File: src/hw/rtl/sfr_pkg.sv
// Shared types and constants for the streaming find-and-replace block.
`default_nettype none

package sfr_pkg;

  // Largest pattern and replacement, in bytes.
  localparam int MAX_PATTERN = 8;
  localparam int MAX_REPLACE = 8;

  // Bytes one input transaction can cause on the output.
  localparam int RUN_MAX = (MAX_PATTERN > MAX_REPLACE) ? MAX_PATTERN : MAX_REPLACE;

  // Width of a length register and of a run byte count (holds RUN_MAX).
  localparam int LEN_W = 4;
  // Width of a position inside the window or a run.
  localparam int PTR_W = 3;

  // Line break that flushes the window.
  localparam logic [7:0] NEWLINE_BYTE = 8'h0A;

  // Configuration register indexes.
  localparam int CFG_IDX_W = 2;
  localparam int CFG_DATA_W = 64;
  localparam logic [CFG_IDX_W-1:0] CFG_PATTERN_BYTES      = 2'd0;
  localparam logic [CFG_IDX_W-1:0] CFG_PATTERN_LENGTH     = 2'd1;
  localparam logic [CFG_IDX_W-1:0] CFG_REPLACEMENT_BYTES  = 2'd2;
  localparam logic [CFG_IDX_W-1:0] CFG_REPLACEMENT_LENGTH = 2'd3;

  // A row of bytes, byte 0 in bits 7 to 0.
  typedef logic [RUN_MAX-1:0][7:0] byte_vec_t;

  // The output bytes that one input transaction causes.
  typedef struct packed {
    byte_vec_t         bytes;
    logic [LEN_W-1:0]  cnt;
    logic              stream_end;
  } run_t;

  // Window status seen by the top-level checks.
  typedef struct packed {
    logic [PTR_W-1:0] pend_cnt;
    logic [LEN_W-1:0] len_eff;
  } sfr_status_t;

endpackage

`default_nettype wire

File: src/hw/rtl/sfr_in_if.sv
// Input channel interface: text byte with stream-end mark.
`default_nettype none

interface sfr_in_if;
  logic       valid;
  logic       ready;
  logic [7:0] in_byte;
  logic       stream_end;

  modport source (output valid, output in_byte, output stream_end, input ready);
  modport sink   (input valid, input in_byte, input stream_end, output ready);
endinterface

`default_nettype wire

File: src/hw/rtl/sfr_out_if.sv
// Output channel interface: rewritten byte with run and stream markers.
`default_nettype none

interface sfr_out_if;
  logic       valid;
  logic       ready;
  logic [7:0] out_byte;
  logic       run_last;
  logic       stream_done;

  modport source (output valid, output out_byte, output run_last, output stream_done,
                  input ready);
  modport sink   (input valid, input out_byte, input run_last, input stream_done,
                  output ready);
endinterface

`default_nettype wire

File: src/hw/rtl/stream_find_replace.sv
// Top level of the streaming find-and-replace block.
// The block takes one text byte per cycle while in_ready is high and rewrites
// every leftmost, non-overlapping occurrence of the configured pattern (1 to
// 8 bytes) with the replacement (0 to 8 bytes); a newline or a stream-end
// mark flushes the held bytes, so matches never span lines. An input is
// decided in the cycle it is accepted; its output bytes (0 to 8) go via the
// stage and active run registers to the single output port, one byte per
// cycle while it is ready. A two-run buffer keeps input flowing at one byte
// per cycle while runs are one byte long and the output is ready; longer
// runs (a replacement, a flush) stall the input for their extra bytes.
// Write configuration only while the block is idle.
`default_nettype none

module stream_find_replace (
  input  wire logic                            clk,
  input  wire logic                            rst_n,
  sfr_in_if.sink                               in_s,
  sfr_out_if.source                            out_m,
  input  wire logic                            cfg_we,
  input  wire logic [sfr_pkg::CFG_IDX_W-1:0]   cfg_index,
  input  wire logic [sfr_pkg::CFG_DATA_W-1:0]  cfg_wdata
);

  sfr_pkg::run_t        run;
  logic                 run_valid;
  logic                 in_ready;
  logic                 in_accept;
  sfr_pkg::sfr_status_t status;

  assign in_s.ready = in_ready;
  assign in_accept  = in_s.valid && in_ready;

  // Window and match logic.
  sfr_core u_core (
    .clk        (clk),
    .rst_n      (rst_n),
    .cfg_we     (cfg_we),
    .cfg_index  (cfg_index),
    .cfg_wdata  (cfg_wdata),
    .in_accept  (in_accept),
    .in_byte    (in_s.in_byte),
    .stream_end (in_s.stream_end),
    .run        (run),
    .run_valid  (run_valid),
    .status     (status)
  );

  // Output serializer.
  sfr_emit u_emit (
    .clk       (clk),
    .rst_n     (rst_n),
    .run_valid (run_valid),
    .run       (run),
    .in_ready  (in_ready),
    .out_m     (out_m)
  );

`ifndef SYNTH
  // A stream-end transaction leaves the window empty.
  a_end_empties: assert property (@(posedge clk) disable iff (!rst_n)
    (in_accept && in_s.stream_end && !cfg_we) |=> (status.pend_cnt == '0))
    else $error("window not empty after stream end");

  // Writing the pattern length discards the window.
  a_len_write_clears: assert property (@(posedge clk) disable iff (!rst_n)
    (cfg_we && (cfg_index == sfr_pkg::CFG_PATTERN_LENGTH)) |=> (status.pend_cnt == '0))
    else $error("window kept after pattern length write");

  // The window never holds a whole pattern between transactions.
  a_window_short: assert property (@(posedge clk) disable iff (!rst_n)
    ({1'b0, status.pend_cnt} < status.len_eff))
    else $error("window count reached pattern length");
`endif

endmodule

`default_nettype wire

File: src/hw/rtl/sfr_core.sv
// Configuration registers, pending window and per-byte match logic.
`default_nettype none

module sfr_core (
  input  wire logic                            clk,
  input  wire logic                            rst_n,
  input  wire logic                            cfg_we,
  input  wire logic [sfr_pkg::CFG_IDX_W-1:0]   cfg_index,
  input  wire logic [sfr_pkg::CFG_DATA_W-1:0]  cfg_wdata,
  input  wire logic                            in_accept,
  input  wire logic [7:0]                      in_byte,
  input  wire logic                            stream_end,
  output sfr_pkg::run_t                        run,
  output logic                                 run_valid,
  output sfr_pkg::sfr_status_t                 status
);

  sfr_pkg::byte_vec_t               pat_r;
  logic [sfr_pkg::LEN_W-1:0]        pat_len_r;
  sfr_pkg::byte_vec_t               rep_r;
  logic [sfr_pkg::LEN_W-1:0]        rep_len_r;
  sfr_pkg::byte_vec_t               win_r;
  sfr_pkg::byte_vec_t               win_nxt;
  logic [sfr_pkg::PTR_W-1:0]        cnt_r;
  logic [sfr_pkg::PTR_W-1:0]        cnt_nxt;

  logic [sfr_pkg::LEN_W-1:0]        len_eff;
  logic [sfr_pkg::LEN_W-1:0]        rep_eff;
  logic [sfr_pkg::PTR_W-1:0]        slot;
  logic [sfr_pkg::LEN_W-1:0]        fill;
  sfr_pkg::byte_vec_t               win_ins;
  sfr_pkg::byte_vec_t               win_sh;
  logic                             full;
  logic                             eq;
  logic                             matched;
  logic                             flush;
  logic [sfr_pkg::LEN_W-1:0]        pass_cnt;

  // Clamp the length registers to their legal ranges.
  always_comb begin
    if (pat_len_r == '0) begin
      len_eff = sfr_pkg::LEN_W'(1);
    end else if (pat_len_r > sfr_pkg::LEN_W'(sfr_pkg::MAX_PATTERN)) begin
      len_eff = sfr_pkg::LEN_W'(sfr_pkg::MAX_PATTERN);
    end else begin
      len_eff = pat_len_r;
    end
    if (rep_len_r > sfr_pkg::LEN_W'(sfr_pkg::MAX_REPLACE)) begin
      rep_eff = sfr_pkg::LEN_W'(sfr_pkg::MAX_REPLACE);
    end else begin
      rep_eff = rep_len_r;
    end
  end

  // Insert the new byte, compare the full window, and decide what leaves.
  always_comb begin
    if ({1'b0, cnt_r} >= len_eff) begin
      slot = sfr_pkg::PTR_W'(len_eff - sfr_pkg::LEN_W'(1));
    end else begin
      slot = cnt_r;
    end
    fill = {1'b0, slot} + sfr_pkg::LEN_W'(1);

    for (int i = 0; i < sfr_pkg::RUN_MAX; i++) begin
      win_ins[i] = (sfr_pkg::PTR_W'(i) == slot) ? in_byte : win_r[i];
    end

    // Window after the oldest byte is passed on.
    for (int i = 0; i < sfr_pkg::RUN_MAX - 1; i++) begin
      win_sh[i] = win_ins[i+1];
    end
    win_sh[sfr_pkg::RUN_MAX-1] = win_ins[sfr_pkg::RUN_MAX-1];

    eq = 1'b1;
    for (int i = 0; i < sfr_pkg::RUN_MAX; i++) begin
      if ((sfr_pkg::LEN_W'(i) < len_eff) && (win_ins[i] != pat_r[i])) begin
        eq = 1'b0;
      end
    end

    full    = (fill == len_eff);
    matched = full && eq;
    flush   = (!matched && (in_byte == sfr_pkg::NEWLINE_BYTE)) || stream_end;

    // Without a match the output is always a prefix of the window.
    if (flush) begin
      pass_cnt = fill;
    end else if (full) begin
      pass_cnt = sfr_pkg::LEN_W'(1);
    end else begin
      pass_cnt = '0;
    end

    run.bytes      = matched ? rep_r : win_ins;
    run.cnt        = matched ? rep_eff : pass_cnt;
    run.stream_end = stream_end;
    run_valid      = in_accept && (run.cnt != '0);

    win_nxt = (full && !matched) ? win_sh : win_ins;
    if (matched || flush) begin
      cnt_nxt = '0;
    end else if (full) begin
      cnt_nxt = sfr_pkg::PTR_W'(len_eff - sfr_pkg::LEN_W'(1));
    end else begin
      cnt_nxt = sfr_pkg::PTR_W'(fill);
    end
  end

  // Configuration registers and window state.
  always_ff @(posedge clk) begin
    if (!rst_n) begin
      pat_r     <= '0;
      pat_len_r <= sfr_pkg::LEN_W'(1);
      rep_r     <= '0;
      rep_len_r <= '0;
      cnt_r     <= '0;
    end else if (cfg_we) begin
      unique case (cfg_index)
        sfr_pkg::CFG_PATTERN_BYTES: begin
          pat_r <= sfr_pkg::byte_vec_t'(cfg_wdata);
        end
        sfr_pkg::CFG_PATTERN_LENGTH: begin
          pat_len_r <= cfg_wdata[sfr_pkg::LEN_W-1:0];
          cnt_r     <= '0;
        end
        sfr_pkg::CFG_REPLACEMENT_BYTES: begin
          rep_r <= sfr_pkg::byte_vec_t'(cfg_wdata);
        end
        sfr_pkg::CFG_REPLACEMENT_LENGTH: begin
          rep_len_r <= cfg_wdata[sfr_pkg::LEN_W-1:0];
        end
        default: begin
        end
      endcase
    end else if (in_accept) begin
      cnt_r <= cnt_nxt;
    end
  end

  // Window bytes carry no reset; the count says which are live.
  always_ff @(posedge clk) begin
    if (in_accept) begin
      win_r <= win_nxt;
    end
  end

  assign status.pend_cnt = cnt_r;
  assign status.len_eff  = len_eff;

endmodule

`default_nettype wire

File: src/hw/rtl/sfr_emit.sv
// Two-run buffer that serializes run bytes onto the output channel.
`default_nettype none

module sfr_emit (
  input  wire logic          clk,
  input  wire logic          rst_n,
  input  wire logic          run_valid,
  input  wire sfr_pkg::run_t run,
  output logic               in_ready,
  sfr_out_if.source          out_m
);

  logic                        stg_v_r;
  sfr_pkg::run_t               stg_r;
  sfr_pkg::run_t               act_r;
  logic [sfr_pkg::LEN_W-1:0]   act_left_r;
  logic [sfr_pkg::PTR_W-1:0]   act_idx_r;

  logic fire;
  logic act_free;
  logic move;
  logic last;

  // The active run frees up when it is empty or its final byte leaves now.
  always_comb begin
    last     = (act_left_r == sfr_pkg::LEN_W'(1));
    fire     = (act_left_r != '0) && out_m.ready;
    act_free = (act_left_r == '0) || (last && out_m.ready);
    move     = stg_v_r && act_free;
    in_ready = !stg_v_r || act_free;
  end

  // Stage and active run registers.
  always_ff @(posedge clk) begin
    if (!rst_n) begin
      stg_v_r    <= 1'b0;
      act_left_r <= '0;
      act_idx_r  <= '0;
    end else begin
      if (move) begin
        act_left_r <= stg_r.cnt;
        act_idx_r  <= '0;
      end else if (fire) begin
        act_left_r <= act_left_r - sfr_pkg::LEN_W'(1);
        act_idx_r  <= act_idx_r + sfr_pkg::PTR_W'(1);
      end
      if (!stg_v_r || move) begin
        stg_v_r <= run_valid;
      end
    end
  end

  // Run payloads need no reset.
  always_ff @(posedge clk) begin
    if (move) begin
      act_r <= stg_r;
    end
    if (!stg_v_r || move) begin
      stg_r <= run;
    end
  end

  // Output transaction fields come straight from the active run.
  assign out_m.valid       = (act_left_r != '0);
  assign out_m.out_byte    = act_r.bytes[act_idx_r];
  assign out_m.run_last    = last;
  assign out_m.stream_done = last && act_r.stream_end;

endmodule

`default_nettype wire
File: src/flat_wrapper.sv
// flat-port wrapper written by rule: the top's interface ports become plain ports
module stream_find_replace_flat 
  (clk, rst_n, cfg_we, cfg_index, cfg_wdata, in_s_valid, in_s_in_byte, in_s_stream_end, in_s_ready, out_m_valid, out_m_out_byte, out_m_run_last, out_m_stream_done, out_m_ready);
  sfr_in_if in_s_i ();
  sfr_out_if out_m_i ();
  input  wire logic clk;
  input  wire logic rst_n;
  input  wire logic cfg_we;
  input  wire logic [sfr_pkg::CFG_IDX_W-1:0] cfg_index;
  input  wire logic [sfr_pkg::CFG_DATA_W-1:0] cfg_wdata;
  input wire logic [$bits(in_s_i.valid)-1:0] in_s_valid;
  input wire logic [$bits(in_s_i.in_byte)-1:0] in_s_in_byte;
  input wire logic [$bits(in_s_i.stream_end)-1:0] in_s_stream_end;
  output wire logic [$bits(in_s_i.ready)-1:0] in_s_ready;
  output wire logic [$bits(out_m_i.valid)-1:0] out_m_valid;
  output wire logic [$bits(out_m_i.out_byte)-1:0] out_m_out_byte;
  output wire logic [$bits(out_m_i.run_last)-1:0] out_m_run_last;
  output wire logic [$bits(out_m_i.stream_done)-1:0] out_m_stream_done;
  input wire logic [$bits(out_m_i.ready)-1:0] out_m_ready;
  assign in_s_i.valid = in_s_valid;
  assign in_s_i.in_byte = in_s_in_byte;
  assign in_s_i.stream_end = in_s_stream_end;
  assign in_s_ready = in_s_i.ready;
  assign out_m_valid = out_m_i.valid;
  assign out_m_out_byte = out_m_i.out_byte;
  assign out_m_run_last = out_m_i.run_last;
  assign out_m_stream_done = out_m_i.stream_done;
  assign out_m_i.ready = out_m_ready;
  stream_find_replace u_core (.clk(clk), .rst_n(rst_n), .in_s(in_s_i), .out_m(out_m_i), .cfg_we(cfg_we), .cfg_index(cfg_index), .cfg_wdata(cfg_wdata));
endmodule
File: config.mk
export PLATFORM = sky130hd
export DESIGN_NAME = stream_find_replace_flat
export DESIGN_NICKNAME = d
export VERILOG_FILES = /design/src/hw/rtl/sfr_pkg.sv /design/src/hw/rtl/sfr_in_if.sv /design/src/hw/rtl/sfr_out_if.sv /design/src/hw/rtl/stream_find_replace.sv /design/src/hw/rtl/sfr_core.sv /design/src/hw/rtl/sfr_emit.sv /design/src/flat_wrapper.sv
export SDC_FILE = /design/constraint.sdc
export NUM_CORES = 1
export LEC_CHECK = 0
export ABC_AREA = 0
export BUFFER_PORTS_ARGS = -buffer_cell sky130_fd_sc_hd__buf_2
export CAP_MARGIN = 20
export CORE_AREA = 3 3 224 226
export CTS_BUF_LIST = sky130_fd_sc_hd__clkbuf_16
export DETAILED_ROUTE_END_ITERATION = 8
export DIE_AREA = 0 0 227 229
export GPL_TIMING_DRIVEN = 0
export PLACE_DENSITY = 0.51
export SYNTH_ARGS = -nofsm -noshare
export SYNTH_HDL_FRONTEND = slang
export SYNTH_SLANG_ARGS = --single-unit
File: constraint.sdc
create_clock -name clk -period 4.75 [get_ports clk]
set_input_delay 0.95 -clock clk [delete_from_list [all_inputs] [get_ports clk]]
set_output_delay 0.95 -clock clk [all_outputs]
set_load 0.03 [all_outputs]
==> results of run 1 <==
[metrics by stage]
step	setup TNS [ns]	hold slack (ns)	setup WS [ns]
2_1_floorplan	0	0.400	0.0324
3_3_place_gp	-222.26	0.401	-1.85
3_5_place_dp	-189.09	0.405	-1.86
4_1_cts	-7.17	0.418	-0.133
5_1_grt	-18.41	0.422	-0.235
6_report	-7.08	0.417	-0.153
[final timing paths]
path                                                end  slack (ns)
worst max register to register  u_core.u_emit.stg_r[25]       -0.15
worst max-delay path            u_core.u_emit.stg_r[25]       -0.15
worst min-delay path            u_core.u_emit.act_r[39]        0.42
worst min register to register  u_core.u_emit.act_r[39]        0.42
[state kept, by name (all words and copies together) (netlist names)]
| name | flops |
|---|---|
| u_core.u_emit.stg_r | 69 |
| u_core.u_emit.act_r | 65 |
| u_core.u_core.pat_r | 64 |
| u_core.u_core.rep_r | 64 |
| u_core.u_core.win_r | 64 |
| u_core.u_core.pat_len_r | 4 |
| u_core.u_core.rep_len_r | 4 |
| u_core.u_emit.act_left_r | 4 |
| u_core.u_core.cnt_r | 3 |
| u_core.u_emit.act_idx_r | 3 |
| u_core.u_emit.stg_v_r | 1 |
[area by class of cell]
| class | count | area (µm²) | area share |
|---|---|---|---|
| sequential | 345 | 8900 | 0.439 |
| multi-input combinational | 985 | 7460 | 0.368 |
| timing repair buffer | 155 | 1190 | 0.0585 |
| clock buffer | 38 | 951 | 0.0469 |
| tap | 622 | 778 | 0.0384 |
| buffer | 83 | 589 | 0.0290 |
| inverter | 60 | 230 | 0.0113 |
| clock inverter | 29 | 186 | 0.00919 |
| antenna | 1 | 2.50 | 0.000123 |
[cell usage in the layout (no fill, tap or decap), drive strengths merged, types with 4 or more instances in the layout]
master    n
nand4    47
nand2b    5
mux4     16
dfxtp   147
edfxtp  198
nor3      7
xor2      4
clkbuf   95
o21ai    11
inv      77
a41oi     5
o211ai   25
a21oi   183
nor3b     5
nor2     36
ha       14
mux2     51
nand3    12
nand2   295
xnor2    28
and2     30
buf     181
mux2i   117
nor4     26
nor2b     6
clkinv    9
and3     40
[cells by family after synthesis]
| family | count (synthesis) | share of synthesized area |
|---|---|---|
| adder cells (fa/ha/maj) | 14 | 0.0110 |
| XOR/XNOR | 32 | 0.0185 |
| buffers and inverters | 147 | 0.0388 |
| multiplexers | 184 | 0.139 |
| AO/OA/AOI/OAI | 239 | 0.0840 |
| AND/OR/NAND/NOR | 516 | 0.152 |
| flip-flops | 345 | 0.557 |
[report_power, final]
part / switching, W / total (W) / internal, W
logic: 0.00375 / 0.00676 / 0.00301
registers: 0.000265 / 0.00474 / 0.00448
clock network: 0.00120 / 0.00276 / 0.00156
total: 0.00522 / 0.0143 / 0.00905
[routing by layer]
metal / global-route usage / wire length [µm] / vias to the layer above
met5: 0 / 0 / -
met4: 0.0618 / 1450 / 0
met3: 0.0370 / 3820 / 94
met2: 0.321 / 25000 / 470
met1: 0.271 / 22900 / 5976
li1: - / - / 5681
[what timing repair did]
item | in CTS | in global routing
resized for setup | 209 | 58
setup buffers | 41 | 22
setup endpoints to repair | 128 | 128
pin swaps | 38 | 38
cloned | 6 | 2
==> reports/metrics.cfg, run 1 <==
[global_route]
grt_pass1_vias=11800
overflow=0
grt_max_degree=65
grt_pass1_wl_um=76100
track_usage=0.199
antenna_found_initial=5

[placement]
portBuffers=83
gp_congestion=0.916
dp_cells=2186
dpl_cell_area_mm2=0.0173
dp_hpwl_um=37800

[layout]
final_cells=2318
fin_area_mm2=0.0203
final_layout_size_suffix_gt1_frac=0.251
post-route-util=0.418
syn_to_final_growth_pct=27.1
fill_cells=4623
nets=1761

[floorplan]
core_mm2=0.0485
start_util=0.329
dieWidth_um=227
num_io_pins=92
die_area_mm2=0.0520
rows=81
dieHeight_um=229

[clocking]
cts_tree=done
postCtsHoldBufs=0
cts_buffers=37
cts.path.max_buffers=3
clkTransAtPathRegs_ns=0.06
h-tree-depth=2
clk_latency_ns=0.54
root_buffer=clkbuf_16
cts_sinks=345

[worst_setup_path]
cp_top_family=simple AND/OR/NAND/NOR gates
path_class=register to register
cp_slowest_cell=dfxtp_4
worst-path-stages=23
cp_max_fo=8
required_ns=5.03
critPathBufInv=7
cpPeakStageDelay_ns=0.36
reg2reg_from=u_core.u_core.pat_len_r[3]
cp_common_cell=ha_4
critical_path.cell_chain=clkbuf_16 > nand2b_4 > ha_4 > inv_4 > o21a_4 > nor2_4 > nor2_1 > a21o_1 > inv_2 > ha_4 > buf_12 > ha_4 > mux2i_1 > inv_1 > xnor2_1 > nand4_1 > nor3_2 > nor2_2 > nor4_4 > nand4_1 > buf_6 > buf_12 > mux2_4
worstPathArrival_ns=5.18
cp-startpoint=u_core.u_core.pat_len_r[3]
r2r_cells=23
endpoint_kind=register
startpoint_type=register

[drt]
ant_nets=0
drtIter0Drc=1053
drc=0
dr.pass1.iters=5
wl_um=53100
vias=12200
wl_per_cell_um=22.9
vias_per_cell=5.27

[timing]
slew_headroom=0.283
period_share=1.03
tightest_slew_ns=1.08
skew_ns=0.0145
rsz0062_at_grt=true
setup_slack_ns=-0.153
drv_slew=0
fin_crit_ns=4.90
finalHoldViolations=0
setup_viol=89
fmax_mhz=204

[yosys]
yosys-top-cells-count=nand2_1, edfxtp_1, a21oi_1
synth_warnings=0
synth-main-ff-cell=edfxtp_1
ys_types=53
syn_nets=1571
synth_top_area_share=0.373
netlist_instances=1477
synthArstFlopShare=0
synth_area_per_cell_um2=10.8
ys_ff_latch=345
synth_area_mm2=0.0160
synth.most_common_cell=nand2_1
synth_edf_count=198
yosys.area.top_type=edfxtp_1
ys_seq_area_frac=0.557
yosys-top-cells-area=edfxtp_1, dfxtp_1, mux2i_1

[flow_run]
cap_violations=0

[pwr]
p_leak_nw=7.68
powerDensity_mw_per_mm2=703
power_w=0.0143
ir_drop_mv=0.278

[worst_hold_path]
min_path_type=register to register
hp-start=u_core.u_emit.stg_r[39]
hold_path_depth=0

[run_status]
status=finished with violations
violations=negative setup slack

No activity file was read; power rests on OpenSTA's default activity.
==> run 2, diff against run 1 <==
--- a/config.mk
+++ b/config.mk
@@ -9,8 +9,8 @@
 export BUFFER_PORTS_ARGS = -buffer_cell sky130_fd_sc_hd__buf_2
 export CAP_MARGIN = 20
-export CORE_AREA = 3 3 224 226
+export CORE_AREA = 2 2 223 225
 export CTS_BUF_LIST = sky130_fd_sc_hd__clkbuf_16
 export DETAILED_ROUTE_END_ITERATION = 8
-export DIE_AREA = 0 0 227 229
+export DIE_AREA = 0 0 225 227
 export GPL_TIMING_DRIVEN = 0
 export PLACE_DENSITY = 0.51
==> constraint.sdc (replaced) <==
create_clock -name clk -period 4.75 [get_ports clk]
set_input_delay 0.95 -clock clk [delete_from_list [all_inputs] [get_ports clk]]
set_output_delay 0.95 -clock clk [all_outputs]
set_load 0.02 [all_outputs]
==> run 2 against run 1 <==
The flow still finishes with violations (negative setup slack). Via count decreased by 0.11%. Flip-flop and latch count unchanged. Critical path type unchanged. Sequential share of layout area rose by 0.097 points. First-iteration DRC count shrank 5.1%. Clock power increased by 12%. Cell count shrank 0.30%. Utilization shrank 0.098 points. Highest routed layer is now met5.
==> reports/metrics.cfg, run 2 (synthesis results as in run 1) <==
[run_status]
status=finished with violations  ; unchanged
violations=negative setup slack  ; unchanged

[clocking]
cts_tree=done  ; unchanged
cts.path.max_buffers=3  ; unchanged
postCtsHoldBufs=0  ; unchanged
clkTransAtPathRegs_ns=0.07  ; was 0.06 ns
h-tree-depth=2  ; unchanged
clk_latency_ns=0.55  ; was 0.54 ns
root_buffer=clkbuf_16  ; unchanged
cts_sinks=345  ; unchanged
cts_buffers=39  ; was 37

[drt]
dr.pass1.iters=5  ; unchanged
drc=0  ; unchanged
drtIter0Drc=999  ; was 1,053
ant_nets=0  ; unchanged
vias_per_cell=5.28  ; was 5.27
vias=12200  ; about the same
wl_per_cell_um=22.7  ; was 22.9 µm
wl_um=52400  ; was 53,100 µm

[layout]
most-common-layout-cells=nand2_1, edfxtp_1, a21oi_1  ; unchanged
fin_area_mm2=0.0202  ; was 0.0203 mm²
regArea_mm2=0.00890  ; about the same
nets=1751  ; was 1,761
syn_to_final_growth_pct=26.8  ; was 27.1%
post-route-util=0.417  ; was 0.418
regMostFlops=u_core.u_emit.stg_r  ; unchanged
final_common_cell=nand2_1  ; unchanged
fill_cells=4647  ; was 4,623
multiInputGateArea_mm2=0.00731  ; was 0.00746 mm²
largest_reg_flops=69  ; unchanged
final_layout_size_suffix_gt1_frac=0.236  ; was 0.251
final_cells=2311  ; was 2,318
reg_top3=u_core.u_emit.stg_r: 69 flops, u_core.u_emit.act_r: 65 flops  ; unchanged

[timing]
finalHoldViolations=0  ; unchanged
setup_viol=128  ; was 89
fmax_mhz=198  ; was 204 MHz
setup_slack_ns=-0.291  ; was -0.153 ns
fin_crit_ns=5.04  ; was 4.90 ns
skew_ns=0.0230  ; was 0.0145 ns
tightest_slew_ns=1.03  ; was 1.08 ns
period_share=1.06  ; was 1.03
drv_slew=0  ; unchanged
rsz0062_at_grt=true  ; unchanged
whs_ns=0.415  ; was 0.417 ns
slew_headroom=0.311  ; was 0.283

[floorplan]
rows=81  ; unchanged
dieHeight_um=227  ; was 229 µm
num_io_pins=92  ; unchanged
die_area_mm2=0.0511  ; was 0.0520 mm²
start_util=0.329  ; unchanged
core_mm2=0.0485  ; unchanged
dieWidth_um=225  ; was 227 µm

[pwr]
seqPwrFrac=0.331  ; was 0.333
p_comb_frac=0.453  ; was 0.474
ir_drop_mv=0.319  ; was 0.278 mV
clkPwrFrac=0.216  ; was 0.194
swShare=0.356  ; was 0.366
p_switching_w=0.00508  ; was 0.00522 W
p_leak_nw=7.68  ; about the same
powerDensity_mw_per_mm2=706  ; was 703 mW/mm²
p_int_w=0.00921  ; was 0.00905 W

[worst_setup_path]
startpoint_type=register  ; unchanged
cp_max_fo=8  ; unchanged
endpoint_kind=register  ; unchanged
worstPathArrival_ns=5.31  ; was 5.18 ns
required_ns=5.02  ; was 5.03 ns
path_class=register to register  ; unchanged

[placement]
dp_cells=2186  ; unchanged
portBuffers=83  ; unchanged
dp_hpwl_um=37600  ; was 37,800 µm
dpl_cell_area_mm2=0.0173  ; about the same
gp_congestion=0.900  ; was 0.916

[global_route]
grt_pass1_vias=11700  ; was 11,800
grt_pass1_wl_um=76300  ; was 76,100 µm
track_usage=0.204  ; was 0.199
overflow=0  ; unchanged
antenna_found_initial=7  ; was 5
grt_max_degree=65  ; unchanged

[worst_hold_path]
min_path_type=register to register  ; unchanged

[flow_run]
cap_violations=0  ; unchanged

[run 2: changes by cell type in the layout (fill, tap and decap cells not counted), moves of 3 or more]
cell / change
inv_4: -3
nand2_1: +4
and3_1: +5
and3_4: -5
buf_4: -13
nor4_1: +5
inv_1: -4
clkinv_1: +4
nor4_4: -4
bufinv_16: +3
clkbuf_16: +5
[run 2: layout make-up]
class / count / area share
tap: 622 / 0.0384
buffer: 84 / 0.0298
sequential: 345 / 0.440
multi-input combinational: 985 / 0.361
antenna: 1 / 0.000124
clock inverter: 31 / 0.0140
timing repair buffer: 142 / 0.0547
inverter: 60 / 0.0113
clock buffer: 41 / 0.0507
[run 2: stage by stage]
| step | TNS, ns | total power, W | setup slack [ns] |
|---|---|---|---|
| 4_1_cts | -17.11 | 0.0143 | -0.218 |
| 5_1_grt | -44.75 | 0.0149 | -0.444 |
| 3_3_place_gp | -226.28 | 0.00961 | -1.92 |
| 6_report | -24.99 | 0.0143 | -0.291 |
| 2_1_floorplan | 0 | 0.00804 | 0.0324 |
| 3_5_place_dp | -188.70 | 0.00969 | -1.86 |
[run 2: path summary, 6_finish.rpt]
kind / from / to / slack, ns / cells after the start
max reg2reg: u_core.u_core.pat_len_r[3] / u_core.u_emit.stg_r[22] / -0.29 / 22
min: u_core.u_emit.stg_r[22] / u_core.u_emit.act_r[22] / 0.42 / 0
min reg2reg: u_core.u_emit.stg_r[22] / u_core.u_emit.act_r[22] / 0.42 / 0
max: u_core.u_core.pat_len_r[3] / u_core.u_emit.stg_r[22] / -0.29 / 22
[run 2: worst max-delay path: stages (launching register included)]
cell	delay [ns]
dfxtp_4	0.36
clkbuf_16	0.16
nand2b_4	0.16
ha_4	0.26
inv_2	0.04
o21a_4	0.23
nor2_4	0.17
a21o_1	0.24
inv_2	0.09
ha_4	0.18
ha_4	0.16
clkbuf_16	0.19
mux2i_4	0.21
xnor2_1	0.18
nor4_1	0.30
nand2_1	0.26
nor3_2	0.25
nor2_2	0.09
nor4_4	0.25
nand4_1	0.21
buf_6	0.24
buf_12	0.16
mux2_4	0.34
[run 2: layer usage]
metal,up-vias,share of wire,global-route usage
li1,5665,-,-
met1,5985,0.44,0.278
met2,453,0.46,0.330
met3,103,0.063,0.0321
met4,2,0.036,0.0720
met5,-,0.00031,0
[run 2: power groups by stage]
stage | Sequential, W | Clock (W) | Combinational (W)
global placement | 0.00480 | 0 | 0.00482
detailed placement | 0.00477 | 0 | 0.00491
floorplan | 0.00470 | 0 | 0.00334
global route | 0.00481 | 0.00326 | 0.00686
CTS | 0.00474 | 0.00315 | 0.00639
finish | 0.00473 | 0.00308 | 0.00647
[run 2: timing repair]
action | 4_1_cts | 5_1_grt
endpoints found under the setup margin | 128 | 128
gates cloned | 7 | 3
gates resized for setup | 185 | 50
endpoints found under the hold margin | 0 | 0
buffers inserted | 36 | 12
pin swaps | 23 | 25
==> run 3, diff against run 2 <==
- PLACE_DENSITY: 0.51 -> 0.49
- clock period: 4.75 -> 5.85 ns (I/O delays scaled with it)
==> run 3 against run 2 <==
The flow now finishes without violations. Die area unchanged. Cell area decreased by 5.9%. Clock-buffer cell count shrank 1. Register-to-register slack improved by 0.53 ns. Sequential share of layout area rose by 2.7 points. Maximum frequency is 10% lower. Sequential power is 19% lower. Global-route usage decreased by 0.35 points. Worst setup slack improved by 0.53 ns. Clock skew decreased by 0.0016 ns. Wire length decreased by 2.2%.
==> reports/metrics.cfg, run 3 (synthesis results as in run 1) <==
[drt]
vias=11900  ; was 12,200
dr.pass1.iters=6  ; was 5
ant_nets=0  ; unchanged
drtIter0Drc=1019  ; was 999
vias_per_cell=5.24  ; was 5.28
drc=0  ; unchanged
wl_um=51200  ; was 52,400 µm
wl_per_cell_um=22.6  ; was 22.7 µm

[worst_setup_path]
cpPeakStageDelay_ns=0.39  ; was 0.36 ns
endpoint_kind=register  ; unchanged
critical_path.cell_chain=clkbuf_2 > nand2b_1 > ha_1 > inv_1 > o21a_2 > nor2_4 > nor2_1 > a21oi_1 > inv_1 > ha_1 > clkbuf_2 > and2_1 > nand2_1 > nand4_1 > and3_1 > nor4_1 > a41oi_1 > nor4_2 > nand4_1 > clkbuf_4 > buf_4 > mux2i_2  ; was clkbuf_16 > nand2b_4 > ha_4 > inv_2 > o21a_4 > nor2_4 > a21o_1 > inv_2 > ha_4 > ha_4 > clkbuf_16 > mux2i_4 > xnor2_1 > nor4_1 > nand2_1 > nor3_2 > nor2_2 > nor4_4 > nand4_1 > buf_6 > buf_12 > mux2_4
required_ns=6.19  ; was 5.02 ns
cp_slowest_cell=nor4_1  ; was dfxtp_4
cp_max_fo=10  ; was 8
startpoint_type=register  ; unchanged
worstPathArrival_ns=5.95  ; was 5.31 ns
path_class=register to register  ; unchanged

[global_route]
grt_pass1_wl_um=74500  ; was 76,300 µm
antenna_found_initial=7  ; unchanged
grt_pass1_vias=11300  ; was 11,700
grt_max_degree=65  ; unchanged
track_usage=0.201  ; was 0.204
overflow=0  ; unchanged

[timing]
slew_headroom=0.301  ; was 0.311
tightest_slew_ns=1.05  ; was 1.03 ns
setup_slack_ns=0.242  ; was -0.291 ns
skew_ns=0.0214  ; was 0.0230 ns
fin_crit_ns=5.61  ; was 5.04 ns
rsz0062_at_grt=false  ; was true
fmax_mhz=178  ; was 198 MHz
period_share=0.959  ; was 1.06
setup_viol=0  ; was 128
drv_slew=0  ; unchanged
tns_ns=0  ; was -24.99 ns
whs_ns=0.416  ; was 0.415 ns
finalHoldViolations=0  ; unchanged

[pwr]
power_w=0.0106  ; was 0.0143 W
p_leak_nw=7.18  ; was 7.68 nW
powerDensity_mw_per_mm2=554  ; was 706 mW/mm²
ir_drop_mv=0.221  ; was 0.319 mV

[layout]
most-common-layout-cells=nand2_1, edfxtp_1, a21oi_1  ; unchanged
n_antenna_cell=0  ; was 1
fill_cells=4784  ; was 4,647
reg_top3=u_core.u_emit.stg_r: 69 flops, u_core.u_emit.act_r: 65 flops  ; unchanged
post-route-util=0.392  ; was 0.417
nets=1709  ; was 1,751
final_common_cell=nand2_1  ; unchanged
syn_to_final_growth_pct=19.3  ; was 26.8%
final_layout_size_suffix_gt1_frac=0.187  ; was 0.236
regMostFlops=u_core.u_emit.stg_r  ; unchanged
largest_reg_flops=69  ; unchanged

[floorplan]
dieWidth_um=225  ; unchanged
start_util=0.329  ; unchanged
dieHeight_um=227  ; unchanged
num_io_pins=92  ; unchanged
rows=81  ; unchanged
core_mm2=0.0485  ; unchanged
die_area_mm2=0.0511  ; unchanged

[placement]
gp_congestion=0.893  ; was 0.900
dp_slack_ns=-1.11  ; was -1.86 ns
portBuffers=83  ; unchanged
dp_hpwl_um=38100  ; was 37,600 µm

[worst_hold_path]
min_path_type=register to register  ; unchanged

[clocking]
cts_tree=done  ; unchanged
clkTransAtPathRegs_ns=0.06  ; was 0.07 ns
cts.path.max_buffers=3  ; unchanged
root_buffer=clkbuf_16  ; unchanged
postCtsHoldBufs=0  ; unchanged
h-tree-depth=2  ; unchanged
cts_sinks=345  ; unchanged
clk_latency_ns=0.56  ; was 0.55 ns
cts_buffers=38  ; was 39

[run_status]
status=completed  ; was finished with violations

[flow_run]
cap_violations=0  ; unchanged

[run 3: layer usage]
| layer | vias to the layer above | routed length (µm) | track usage |
|---|---|---|---|
| met1 | 5844 | 23600 | 0.283 |
| met4 | 0 | 958 | 0.0513 |
| li1 | 5582 | - | - |
| met3 | 61 | 3390 | 0.0365 |
| met5 | - | 0 | 0 |
| met2 | 368 | 23300 | 0.319 |
[run 3: worst paths after layout]
| kind | from | to | slack [ns] | depth (start not counted) |
|---|---|---|---|---|
| worst min-delay path | u_core.u_emit.stg_r[20] | u_core.u_emit.act_r[20] | 0.42 | 0 |
| worst max-delay path | u_core.u_core.pat_len_r[3] | u_core.u_emit.stg_r[42] | 0.24 | 22 |
| worst min register to register | u_core.u_emit.stg_r[20] | u_core.u_emit.act_r[20] | 0.42 | 0 |
| worst max register to register | u_core.u_core.pat_len_r[3] | u_core.u_emit.stg_r[42] | 0.24 | 22 |
[run 3: cell type report]
| class | count | area (µm²) | area share |
|---|---|---|---|
| clock inverter | 27 | 214 | 0.0112 |
| timing repair buffer | 101 | 611 | 0.0321 |
| buffer | 84 | 415 | 0.0218 |
| tap | 622 | 778 | 0.0409 |
| clock buffer | 40 | 1000 | 0.0526 |
| multi-input combinational | 985 | 6910 | 0.363 |
| sequential | 345 | 8890 | 0.467 |
| inverter | 60 | 228 | 0.0120 |
[run 3: what timing repair did]
action	CTS	global route
pin swaps	1	6
gates resized for setup	48	50
buffers inserted	3	11
endpoints found under the setup margin	128	128
[run 3: where the power goes]
| group | internal (W) | switching, W | leakage, nW |
|---|---|---|---|
| registers | 0.00364 | 0.000207 | 3.15 |
| logic | 0.00172 | 0.00264 | 3.39 |
| clock network | 0.00137 | 0.000984 | 0.642 |
| total | 0.00673 | 0.00383 | 7.18 |
[run 3: critical path: cells and delay by family, from the launching register on]
| family | cells | cell delay (ns) |
|---|---|---|
| AND/OR/NAND/NOR | 10 | 2.18 |
| buffers and inverters | 6 | 1.17 |
| AO/OA/AOI/OAI | 3 | 0.77 |
| adder cells (fa/ha/maj) | 2 | 0.52 |
| flip-flops | 1 | 0.38 |
| multiplexers | 1 | 0.34 |
[run 3: stage by stage]
step                      instances  instance area, µm²
after floorplan                1477               16000
after global placement         2182               17200
after detailed placement       2185               17200
after CTS                      2253               18700
after global routing           2264               19000
final                          2264               19000
